**src/hdl/lpmr_pkg.sv**
```systemverilog
// Shared types, sizes and codes of the length-prefixed message ring.
package lpmr_pkg;

  // Size of the byte store and derived widths.
  localparam int STORE_BYTES = 1024;
  localparam int ADDR_W      = $clog2(STORE_BYTES);
  localparam int CAP_W       = 11;
  localparam int CMP_W       = (ADDR_W + 1 > CAP_W) ? ADDR_W + 1 : CAP_W;

  // Largest capacity that the store and the register can both express.
  localparam int CAP_LIMIT = (STORE_BYTES < 2047) ? STORE_BYTES : 2047;
  localparam logic [CAP_W-1:0] CAP_MAX   = CAP_W'(CAP_LIMIT);
  localparam logic [CAP_W-1:0] CAP_MIN   = CAP_W'(2);
  localparam logic [CAP_W-1:0] CAP_RESET = CAP_W'((CAP_LIMIT < 1024) ? CAP_LIMIT : 1024);

  // Queue between the front and back ends; depth is a power of two.
  localparam int QUEUE_DEPTH = 2;
  localparam int QPTR_W      = $clog2(QUEUE_DEPTH);
  localparam int QCNT_W      = $clog2(QUEUE_DEPTH + 1);

  // Beat layout on the stream ports.
  localparam int IN_TDATA_W  = 16;
  localparam int OUT_TDATA_W = 32;
  localparam int OUT_USED_W  = 8 + 8 + CAP_W;

  // Operation codes on the input stream.
  localparam logic [1:0] OP_BEGIN = 2'd0;
  localparam logic [1:0] OP_DATA  = 2'd1;
  localparam logic [1:0] OP_READ  = 2'd2;

  // Command kinds after classification.
  localparam logic [1:0] KIND_BEGIN = 2'd0;
  localparam logic [1:0] KIND_DATA  = 2'd1;
  localparam logic [1:0] KIND_READ  = 2'd2;
  localparam logic [1:0] KIND_BAD   = 2'd3;

  // Result status codes.
  localparam logic [1:0] ST_OK      = 2'd0;
  localparam logic [1:0] ST_NO_ROOM = 2'd1;
  localparam logic [1:0] ST_EMPTY   = 2'd2;
  localparam logic [1:0] ST_BAD_SEQ = 2'd3;

  // One classified command as it sits in the queue.
  typedef struct packed {
    logic [1:0] kind;
    logic [7:0] length;
    logic [7:0] data;
    logic       len_zero;
    logic [8:0] need;
  } cmd_t;

endpackage

```
**src/hdl/lpmr_front.sv**
```systemverilog
// Front end: accepts input beats, classifies them and queues the commands.
module lpmr_front (
  input  logic                  clk,
  input  logic                  rst,
  input  logic                  s_tvalid,
  output logic                  s_tready,
  input  logic [15:0]           s_tdata,  // length[7:0], data_byte[15:8]
  input  logic [1:0]            s_tuser,  // operation[1:0]
  output logic                  q_valid,
  output lpmr_pkg::cmd_t        q_cmd,
  input  logic                  q_pop
);

  import lpmr_pkg::*;

  cmd_t              entries [QUEUE_DEPTH];
  cmd_t              cls;
  logic [QPTR_W-1:0] wr_ptr;
  logic [QPTR_W-1:0] rd_ptr;
  logic [QCNT_W-1:0] count;
  logic              push;

  // Classify the operation and precompute the space a message needs.
  always_comb begin
    cls.length   = s_tdata[7:0];
    cls.data     = s_tdata[15:8];
    cls.len_zero = (s_tdata[7:0] == 8'd0);
    cls.need     = {1'b0, s_tdata[7:0]} + 9'd1;
    unique case (s_tuser)
      OP_BEGIN: cls.kind = KIND_BEGIN;
      OP_DATA:  cls.kind = KIND_DATA;
      OP_READ:  cls.kind = KIND_READ;
      default:  cls.kind = KIND_BAD;
    endcase
  end

  assign s_tready = (count != QCNT_W'(QUEUE_DEPTH));
  assign push     = s_tvalid && s_tready;
  assign q_valid  = (count != '0);
  assign q_cmd    = entries[rd_ptr];

  // Queue storage.
  always_ff @(posedge clk) begin
    if (push) begin
      entries[wr_ptr] <= cls;
    end
  end

  // Queue pointers and fill count.
  always_ff @(posedge clk) begin
    if (rst) begin
      wr_ptr <= '0;
      rd_ptr <= '0;
      count  <= '0;
    end else begin
      if (push) begin
        wr_ptr <= wr_ptr + QPTR_W'(1);
      end
      if (q_pop) begin
        rd_ptr <= rd_ptr + QPTR_W'(1);
      end
      if (push && !q_pop) begin
        count <= count + QCNT_W'(1);
      end else if (!push && q_pop) begin
        count <= count - QCNT_W'(1);
      end
    end
  end

endmodule

```
**config.mk**
```make
export PLATFORM = sky130hd
export DESIGN_NAME = lpmr_front
export DESIGN_NICKNAME = d
export VERILOG_FILES = /design/src/hdl/lpmr_pkg.sv /design/src/hdl/lpmr_front.sv
export SDC_FILE = /design/constraint.sdc
export NUM_CORES = 1
export LEC_CHECK = 0
export ABC_AREA = 0
export ABC_CLOCK_PERIOD_IN_PS = 4800
export BUFFER_PORTS_ARGS = -buffer_cell sky130_fd_sc_hd__buf_4
export CORE_ASPECT_RATIO = 0.8
export CORE_MARGIN = 1
export CORE_UTILIZATION = 43
export CTS_CLUSTER_SIZE = 28
export DETAILED_ROUTE_END_ITERATION = 8
export PLACE_DENSITY_LB_ADDON = 0.05
export SLEW_MARGIN = 10
export SYNTH_ARGS = -nofsm -noshare
export SYNTH_HDL_FRONTEND = slang
export SYNTH_SLANG_ARGS = --single-unit
```
**constraint.sdc**
```tcl
create_clock -name clk -period 4.8 [get_ports clk]
set_input_delay 0.24 -clock clk [delete_from_list [all_inputs] [get_ports clk]]
set_output_delay 0.24 -clock clk [all_outputs]
set_load 0.05 [all_outputs]
```
== Yosys cells after proc, flatten, opt, wreduce, memory -nomap -nowiden ==
Memory sizes are Yosys's and may differ from the RTL's. A register that Yosys moved wholly into a read port is not among the register bits.
Cells that the tools add are included.
W data, S select, Z words.
Storage, ports and cells
  flip-flop bits (word level): 4
  memory bits (read-only): 0
  logic and storage cells: 28
  memories: 1
  bits of input ports: 22
  output and inout port bits: 30
  latch bits: 0
  bits in writable memories: 56
Memories
  entries: depth 2, bits a word 28, rd ports 1, clocked after memory_dff 1, wr ports 1, RTL line lpmr_front.sv:16  | cmd_t entries [QUEUE_DEPTH];
Cells by class
  muxes and demuxes: 7
  add/subtract/negate cells: 5
  order comparisons: 0
  equality and inequality tests: 3
  multiply operators: 0
  div/mod/pow operators: 0
  bitwise gates (word level): 0
  shift-type cells: 0
  reductions and logical operators: 9
Operator list (number)
  $add A8 B1 Y9 const B: 1
  $logic_not A8 Y1: 1
  $pmux W2 S3: 1
  $mux W1: 4
  $mux W2: 2
  $reduce_bool A2 Y1: 2
  $logic_and A1 B1 Y1: 3
  $add A1 B1 Y1 const B: 2
  $add A2 B1 Y2 const B: 1
  $eq A2 B1 Y1 const B: 1
  $eq A2 B2 Y1 const B: 1
  $logic_not A1 Y1: 2
  $logic_not A2 Y1: 1
  $ne A2 B2 Y1 const B: 1
  $sub A2 B1 Y2 const B: 1

== Depth between registers and ports, before layout ==
Gate-level depths: netlist (run 1).
  depth after elaboration: 6
  depth in mapped cells: 6
  mapped depth without buffers: 6

== Worst setup path before layout (run 1) ==
Ideal clock, no wire load.
  path type: register to register
  start: reg count[0]
  end: mem entries[1][0] (netlist bit), enable pin
  buffers on the path: 0
  library setup time: 0.388 ns
  data required time: 4.412 ns
  path slack: 3.014 ns
  cell stages (with the launch flop): 3
  arrival: 1.398 ns
  clock period less this slack: 1.786 ns
  path through: dfxtp_1 > nand2b_4 > and3_1
On the way
  longest elaborated chain between the ends: 4
Ends and longest elaborated chain
  from (decl): RTL line lpmr_front.sv:20  | logic [QCNT_W-1:0] count;
  from (signal assigned): RTL line lpmr_front.sv:63  | count <= count + QCNT_W'(1);
  from (signal assigned): RTL line lpmr_front.sv:65  | count <= count - QCNT_W'(1);
  $ne A2 B2 Y1: RTL line lpmr_front.sv:37  | assign s_tready = (count != QCNT_W'(QUEUE_DEPTH));
  named net s_tready: RTL line lpmr_front.sv:6  | output logic s_tready,
  $logic_and A1 B1 Y1: RTL line lpmr_front.sv:38  | assign push = s_tvalid && s_tready;
  $mux W1: RTL line lpmr_front.sv:44  | if (push) begin
  $mux W1 (not written as such): RTL line lpmr_front.sv:45  | entries[wr_ptr] <= cls;
  to (decl): RTL line lpmr_front.sv:16
The timed path passes the listed nets, and every way through them passes these cells.

== Worst setup path after layout (run 1) ==
  start: reg count[0]
  end: mem entries[0][2] (netlist bit), enable pin
On the way
  longest elaborated chain between the ends: 4
Ends and longest elaborated chain (RTL line)
  $ne A2 B2 Y1: lpmr_front.sv:37
  $logic_and A1 B1 Y1: lpmr_front.sv:38
  $mux W1: lpmr_front.sv:44
  $mux W1 (not written as such): lpmr_front.sv:45
Every way passes these cells.

==> results of run 1 <==
[through the flow]
step                      hold slack, ns  instances  util [%]
final                             0.0871        277      59.0
after global routing              0.0689        277      59.0
after CTS                         0.0721        277      59.0
after detailed placement           0.427        261      55.1
after global placement             0.426        261      55.1
after floorplan                    0.309        138         -
[kinds of logic after synthesis]
logic type / count (synthesis) / synth area share [%]
mux: 28 / 13.1
fa+ha+maj: 3 / 1.56
compound gates: 4 / 1.04
xor+xnor: 9 / 3.27
buf+inv: 10 / 2.03
flops: 61 / 73.9
simple gates: 23 / 5.09
[placed cells by master, fill, tap and decap left out]
cell type / synthesis / layout
a21bo_2: 1 / 1
a21oi_1: 2 / 2
and2_1: 1 / 1
and3_1: 1 / 1
buf_4: 3 / 53
bufinv_16: 0 / 2
clkbuf_8: 0 / 9
clkinv_1: 0 / 4
clkinv_2: 0 / 1
dfxtp_1: 5 / 5
edfxtp_1: 56 / 56
ha_1: 3 / 3
inv_1: 5 / 5
mux2_2: 28 / 28
nand2_1: 2 / 2
nand2b_4: 1 / 1
nand3_1: 5 / 5
nand3b_1: 1 / 1
nand4_1: 1 / 1
nor2_1: 7 / 7
nor3_1: 1 / 1
nor4_1: 1 / 1
o21ai_0: 1 / 1
or2_2: 1 / 1
or3_1: 1 / 1
xnor2_1: 4 / 4
xor2_1: 5 / 5
[per-layer routing]
| layer | global-route usage, % | wire length, um | vias up |
|---|---|---|---|
| met5 | 0 | 0 | - |
| met4 | 9.38 | 84 | 0 |
| met3 | 6.67 | 207 | 9 |
| met2 | 24.8 | 1960 | 37 |
| met1 | 16.0 | 1700 | 623 |
| li1 | - | - | 631 |
[report_power, final]
group / leakage, nW / internal, mW / switching (mW) / total [mW]
registers: 0.564 / 0.645 / 0.0162 / 0.662
logic: 0.499 / 0.116 / 0.231 / 0.348
clock network: 0.103 / 0.284 / 0.180 / 0.464
[state kept, by name, indices dropped and copies added, names as in the netlist, named ones only]
register and count:
wr_ptr 1, entries 56, rd_ptr 1, count 2
[worst min path at each step]
stage,end,from,slack [ns]
after global placement,entries[1][13],s_tdata[11],0.43
final,entries[1][12],s_tdata[10],0.09
after global routing,entries[1][13],s_tdata[11],0.07
after detailed placement,entries[0][13],s_tdata[11],0.43
after CTS,entries[1][12],s_tdata[10],0.07
after floorplan,count[1],rst,0.31
[layout make-up]
cell class	count	area share, %
Clock buffer	9	4.03
Clock inverter	7	2.60
Inverter	5	0.610
Multi-Input combinational cell	67	18.8
Sequential cell	61	57.9
Tap cell	75	3.05
Timing Repair Buffer	53	12.9
==> results.md, run 1 <==
* Commonest cells post-synth: edfxtp_1, mux2_2, nor2_1
* Worst reg2reg endpoint: entries[0][2]
* Maximum VDD drop at 0.000251 V
* CP Capture Type: flip-flop
* Critical path startpoint category: flip-flop
* Die Span X at 85.7 um
* Max-capacitance violation count at 0
* Critical-path cell list: nand2b_4 -> nand3b_1 -> inv_1
* Layout cell share with drive strength beyond 1 at 47.5%
* Most common cell in the netlist: edfxtp_1
* Footprint of the multi-input gates at 579 um2
* # IOs at 52
* Worst Path Arrival at between 1.5 and 2 ns
* Layout Skew at ~0.0048 ns
* Finish-stage setup viols at 0
* Syn_nets at roughly 160
* Final Max Slew Viols at 0
* CP max FO at 28
* Slew @ Worst Pin at 1.11 ns
* Hold-fix buffers at CTS at 0
* GR Util All Layers at 14.9%
* Crit. path cell count at 3
* Fin area at 3080 um2
* Ranking of synthesized cells by area: edfxtp_1, mux2_2, dfxtp_1
* Main synth FF type: edfxtp_1
* Fill cells at 424
* Worst Path Required at 4.75 ns
* Clock Root Buffer: clkbuf_8
* Min Clock Period, post-route at about 1.9 ns
* Core area at 5210 um2
* Yosys warns at 0
* F_max at 0.536 GHz
* Area delta synth->final at 27.6%
* Die Span Y at 69.0 um
* Vias in the first global route at about 1300
* First-pass DRT Iterations at 4
* Synth unique cells at 24
* Mapped Area at 2410 um2
* Slew headroom at between 20% and 30%
* Async SR Flop Fraction at 0%
* Pwr Total at 1.47 mW
* Worst reg2reg startpoint: count[0]
* Final Cycle Share at 38.9%
* Cells after Synth at 138
* Min-delay worst type: in -> reg
* Post-CTS sizing at 0
* Hold depth at 1
* Leak pwr at 1.17 nW
* Starting Density at 46.3%
* Share of Yosys cell area claimed by the top area cell type at between 60 and 70%
* Setup_tns at 0 ns
* Total number of H-tree levels at 3
* Post-DRT Antenna Nets at 0
* DR WL/cell at 14.3 um
* Via count at 1300
* Post-Place Setup Slack at 2.88 ns
* RSZ-0062 raised after global routing: no
* Die ar. at 5910 um2
* Seq cells post-synth at 61
* Buffer count from post-CTS setup fixing at 0
* Antenna violations before repair at 0
* Critical Path End: entries[0][2]
* Clk buf depth at 2
* CTS tree: done
* Total grt overflow at 0
* Slowest CP cell: inv_1
* # clock sinks at 61
* Initial DRC Count at 19
* Sequential share of the synthesized area at 73.9%
* Cell row count at 23
* DRC errors left at 0
* EDFF count, synth at 56
* Num CTS Buffers at 9
* Buf+Inv Stages, Crit Path at 1
* Sequential cell area at approximately 1800 um2
* Setup ws final at approximately 2.9 ns
* Layout Nets at 222
* Buffers on Ports at between 50 and 60
* Flop2flop setup slack at approximately 2.9 ns
* Leading area contributor after synthesis: edfxtp_1
* First-pass GRT wire length at 6080 um
* Largest net degree at the start of global routing at 29
* Top delay family on crit path: buffers and inverters
* Placed cell area at 2870 um2
* Pwr per Cell Area at 479 nW/um2
* Syn Area/Cell at 17.5 um2
* Status: finished clean
* Setup Crit Path Kind: reg -> reg
* Setup crit start: count[0]
* Worst Reg-to-Reg Cells at 3
* HPWL Detailed at 2490 um
* Max incr delay on CP at just over 0.8 ns
* Gp weighted congestion at 0.744
* Clock Latency Late Sink at about 0.33 ns
* Routed WL at 3950 um
* N_diodes at 0
* Vias per cell at between 4 and 5
* Fin. Hold Viols at 0
* CTS clk-pin slew, worst paths at 0.06 ns
No activity file was read; power rests on OpenSTA's default activity.
==> run 2, diff against run 1 <==
ABC_CLOCK_PERIOD_IN_PS = 1500   (was 4800)
clock period = 1.5 ns   (was 4.8 ns; I/O delays follow)
==> run 2 against run 1 <==
Register-to-register slack lost 2.9 ns. Sequential power grew to 3.2 times the previous value. Worst hold slack lost 0.055 ns. Total power grew to 3.4 times the previous value. Sequential share of layout area shrank 6.4 points. Utilization grew 7.6 points. Critical path depth is the same. Worst setup slack lost 2.9 ns. Wire length grew 13%. Critical path type is now reg -> out.
==> results.md, run 2 (synthesis gave the netlist of run 1 again) <==
* Status: finished clean
* Buffer count from post-CTS setup fixing at 0
* Leak pwr at 1.30 nW
* Setup ws final at 0.0174 ns
* CP max FO at 14
* CTS clk-pin slew, worst paths at ~0.06 ns
* Pwr per Cell Area at 1430 nW/um2
* Slew @ Worst Pin at around 0.32 ns
* CTS tree: done
* Flop2flop setup slack at 0.04 ns
* # IOs at 52
* Vias per cell at 4.71
* F_max at 0.674 GHz
* Finish-stage setup viols at 0
* Max reg flops at 56
* Num CTS Buffers at 9
* Vias in the first global route at about 1500
* Routed WL at 4470 um
* Area delta synth->final at 44.1%
* Switching power at around 1.4 mW
* Post-DRT Antenna Nets at 0
* Final core occ at 66.7%
* Post-Place Setup Slack at approximately 0.052 ns
* Worst Path Required at ~1.4 ns
* # clock sinks at between 60 and 70
* Die ar. at 5910 um2
* Setup Crit Path Kind: reg -> out
* Clk buf depth at 2
* Total grt overflow at 0
* Max-capacitance violation count at 0
* Clock Root Buffer: clkbuf_8
* Commonest cells after routing, fill and taps aside: edfxtp_1, mux2_2, buf_6
* DRC errors left at 0
* Commonest non-fill, non-tap cell in the layout: edfxtp_1
* Clock power share at 30.4%
* RSZ-0062 raised after global routing: yes
* Buffers on Ports at between 50 and 60
* Die Span Y at a little under 70 um
* Pint at around 3.5 mW
* Comb pwr share at 26.8%
* Min-delay worst type: in -> reg
* CP Capture Type: output port
* Initial DRC Count at 40
* First-pass GRT wire length at 7170 um
* Gp weighted congestion at 0.769
* Worst reg2reg startpoint: count[0]
* Clock Latency Late Sink at between 0.3 and 0.4 ns
* Maximum VDD drop at 0.000939 V
* Critical path startpoint category: flip-flop
* Critical-path cell list: buf_12 -> mux2_2 -> buf_6
* HPWL Detailed at 2660 um
* N_diodes at 0
* Total number of H-tree levels at 3
* Largest net degree at the start of global routing at 29
* Min Clock Period, post-route at 1.48 ns
* First-pass DRT Iterations at 4
* Layout cell share with drive strength beyond 1 at 47.7%
* Final Non-Filler Cells at 297
* Top reg by flops: entries
* DR WL/cell at 15.1 um
* Sequential share of power at 42.9%
* Top flop regs: entries (56), count (2)
* Antenna violations before repair at 0
* Placed cells at between 200 and 300
* Hold_sp: q_pop
* Core area at ~5200 um2
* Slew headroom at 78.6%
* Layout Nets at 243
* Layout Skew at 0.00474 ns
* Max incr delay on CP at 0.39 ns
* Die Span X at 85.7 um
* Fill cells at about 350
* Cell row count at 23
* Sw Ratio at 29.0%
* Final Cycle Share at 98.8%
* Final Max Slew Viols at 0
* GR Util All Layers at 17.5%
* Fin. Hold Viols at 0
* Slowest CP cell: dfxtp_4
* Starting Density at 46.3%
* Worst Path Arrival at about 1.4 ns
* Via count at 1399
## run 2: changes by cell type in the layout (fill, tap and decap cells not counted), moves of 3 or more
cell,before,now
buf_4,53,23
buf_6,0,28
dlygate4sd3_1,0,19
buf_12,0,3
clkinv_1,4,1
dfxtp_1,5,2
## run 2: area by class of cell
type / instances / area (um2) / share of cell area, %
Clock inverter: 5 / 76.3 / 2.20
Inverter: 5 / 22.5 / 0.649
Clock buffer: 10 / 128 / 3.68
Sequential cell: 61 / 1790 / 51.6
Tap cell: 75 / 93.8 / 2.70
Timing Repair Buffer: 74 / 766 / 22.1
Multi-Input combinational cell: 67 / 596 / 17.2
## run 2: path summary, 6_finish.rpt
kind               endpoint  cells after the start
hold reg to reg    count[1]                      2
hold / removal    flip-flop                      3
setup / recovery   q_cmd[0]                      3
setup reg to reg   count[1]                      6
## run 2: what timing repair did
| action | in CTS | in global routing |
|---|---|---|
| gates resized for setup | 31 | 2 |
| pin swaps | 0 | 1 |
| endpoints found under the hold margin | 41 | 0 |
| hold buffers | 19 | 0 |
| endpoints found under the setup margin | 28 | 29 |
| gates cloned | 1 | 0 |
## run 2: layer usage
layer | GRT usage, % | up-vias | part of all wire [%]
met2 | 32.7 | 39 | 52
met5 | 0 | - | 0
met4 | 6.88 | 0 | 1.3
li1 | - | 678 | -
met3 | 6.55 | 7 | 4.5
met1 | 18.2 | 675 | 42
## run 2: power by group through the flow
stage | logic [mW] | clock network [mW] | registers, mW
6_report | 1.33 | 1.50 | 2.12
5_1_grt | 1.40 | 1.61 | 2.14
4_1_cts | 1.34 | 1.53 | 2.12
3_5_place_dp | 1.18 | 0 | 2.15
3_3_place_gp | 1.16 | 0 | 2.14
2_1_floorplan | 0.822 | 0 | 2.14
## run 2: per-stage QoR
step / hold slack, ns / power [mW] / area [um2] / TNS [ns]
after global routing: 0.0348 / 5.15 / 3470 / -0.580
after CTS: 0.0195 / 4.99 / 3470 / -0.0248
after global placement: 0.261 / 3.30 / 2940 / 0
after detailed placement: 0.263 / 3.34 / 2940 / 0
final: 0.0317 / 4.95 / 3470 / 0
after floorplan: 0.140 / 2.96 / 2430 / -0.154
## run 2: critical path: cells and delay by family, from the launching register on
family / cells / cell delay [ns]
buf+inv: 2 / 0.32
flops: 1 / 0.39
mux: 1 / 0.37
==> run 3, diff against run 2 <==
ABC_CLOCK_PERIOD_IN_PS = 1370   (was 1500)
clock period = 1.37 ns   (was 1.5 ns; I/O delays follow)
==> run 3 against run 2 <==
The run now ends with negative setup slack left. Utilization rose by 1.6 points. Flip-flop and latch count did not move. Die area did not move. Non-clock buffer count rose by 6. Critical path depth did not move. Total power rose by 6.8%. Worst setup slack got worse by 0.13 ns. Critical path type unchanged. Largest power group unchanged. Highest routed layer unchanged.
==> results.md, run 3 (synthesis gave the netlist of run 1 again) <==
* GR Util All Layers at ~17%
* Post-DRT Antenna Nets at 0
* Buffers on Ports at 51
* Hold depth at 3
* Largest net degree at the start of global routing at 17
* Final Non-Filler Cells at 302
* Max reg flops at 56
* Placed cell area at 2990 um2
* Fin. Hold Viols at 0
* Vias per cell at 4.71
* Slew headroom at 79.8%
* Layout Skew at ~0.006 ns
* Gp weighted congestion at roughly 0.67
* CP Capture Type: output port
* Cell row count at 23
* Core area at 5210 um2
* Failing checks: negative setup slack
* WHS at 0.0737 ns
* Initial DRC Count at 39
* First-pass DRT Iterations at 4
* Clk buf depth at 2
* Total number of H-tree levels at 3
* Maximum VDD drop at between 0.0009 and 0.001 V
* Final Max Slew Viols at 0
* Num CTS Buffers at 9
* Clock power share at a little over a quarter
* Worst reg2reg endpoint: count[1]
* Die Span X at 85.7 um
* Worst Path Arrival at 1.41 ns
* Clock Latency Late Sink at between 0.3 and 0.4 ns
* Hold_sp: s_tvalid
* Worst Reg-to-Reg Cells at 6
* Switching power at 1.54 mW
* CP max FO at 14
* Finish-stage setup viols at 29
* RSZ-0062 raised after global routing: yes
* Top reg by flops: entries
* Sw Ratio at 29.1%
* Top flop regs: entries (56), count (2)
* Starting Density at 46.3%
* Post-Place Setup Slack at -0.0100 ns
* Die Span Y at 69.0 um
* Commonest cells after routing, fill and taps aside: edfxtp_1, buf_6, buf_4
* Slew @ Worst Pin at 0.300 ns
* Total grt overflow at 0
* Final Cycle Share at 108%
* Die ar. at 5910 um2
* F_max at 0.677 GHz
* HPWL Detailed at 2740 um
* N_diodes at 0
* Setup ws final at -0.108 ns
* Via count at 1421
* DRC errors left at 0
* Pwr per Cell Area at 1490 nW/um2
* Sequential share of power at 43.9%
* Final core occ at between 60% and 70%
* Worst reg2reg startpoint: count[0]
* # clock sinks at 61
* CTS tree: done
* Fin area at 3560 um2
* Min-delay worst type: in -> reg
* Setup Crit Path Kind: reg -> out
* CTS clk-pin slew, worst paths at 0.06 ns
* Worst Path Required at around 1.3 ns
* Leak pwr at 1.36 nW
* Routed WL at 4440 um
* Layout cell share with drive strength beyond 1 at 48.9%
* Pwr Total at about 5.3 mW
* Clock Root Buffer: clkbuf_8
* Layout Nets at 249
* Area delta synth->final at 47.6%
* Flop2flop setup slack at 0 ns
* Min Clock Period, post-route at 1.48 ns
* Critical path startpoint category: flip-flop
* Commonest non-fill, non-tap cell in the layout: edfxtp_1
* Status: complete, but fails checks
* Pint at 3.75 mW
* Hold EP: wr_ptr
* Setup_tns at -2.55 ns
* Comb pwr share at 29.7%
* Max-capacitance violation count at 0
* Antenna violations before repair at 0
* DR WL/cell at 14.7 um
* Placed cells at between 200 and 300
* Vias in the first global route at 1449
* # IOs at 52
* First-pass GRT wire length at 6870 um
[run 3: worst max-delay path by stage]
stage	endpoint	cells after the start	start
after global placement	count[1]	6	count[1]
after CTS	q_cmd[22]	3	flip-flop
final	q_cmd[21]	3	flip-flop
after floorplan	entries[0][0]	3	count[0]
after detailed placement	count[1]	6	count[1]
after global routing	q_cmd[10]	3	flip-flop
[run 3: final cells by class]
type,count,area [um2]
Sequential cell,61,1790
Clock buffer,11,131
Clock inverter,3,38.8
Timing Repair Buffer,80,842
Fill cell,395,1650
Inverter,5,22.5
Multi-Input combinational cell,67,639
Tap cell,75,93.8
[run 3: worst max-delay path: stages, from the launching register on]
cell     delay [ns]
dfxtp_4        0.40
buf_12         0.16
mux2_2         0.36
buf_6          0.16
[run 3: timing repair]
action / 4_1_cts / 5_1_grt
setup buffers: 0 / 1
hold endpoints to repair: 41 / 0
pin swaps: 0 / 1
setup endpoints to repair: 29 / 48
gates resized for setup: 33 / 11
hold buffers: 20 / 0
cloned: 1 / 0
[run 3: routing by layer]
metal  part of all wire [%]  GRT usage, %
met1                     39          17.9
met2                     55          30.4
met3                    4.4          7.26
met4                    1.3          7.92
met5                      0             0
[run 3: power by group through the flow]
stage,clock [mW],sequential (mW),combinational (mW)
floorplan,0,2.34,0.900
global route,1.51,2.34,1.65
finish,1.40,2.32,1.57
CTS,1.44,2.32,1.54
global placement,0,2.34,1.33
detailed placement,0,2.35,1.36
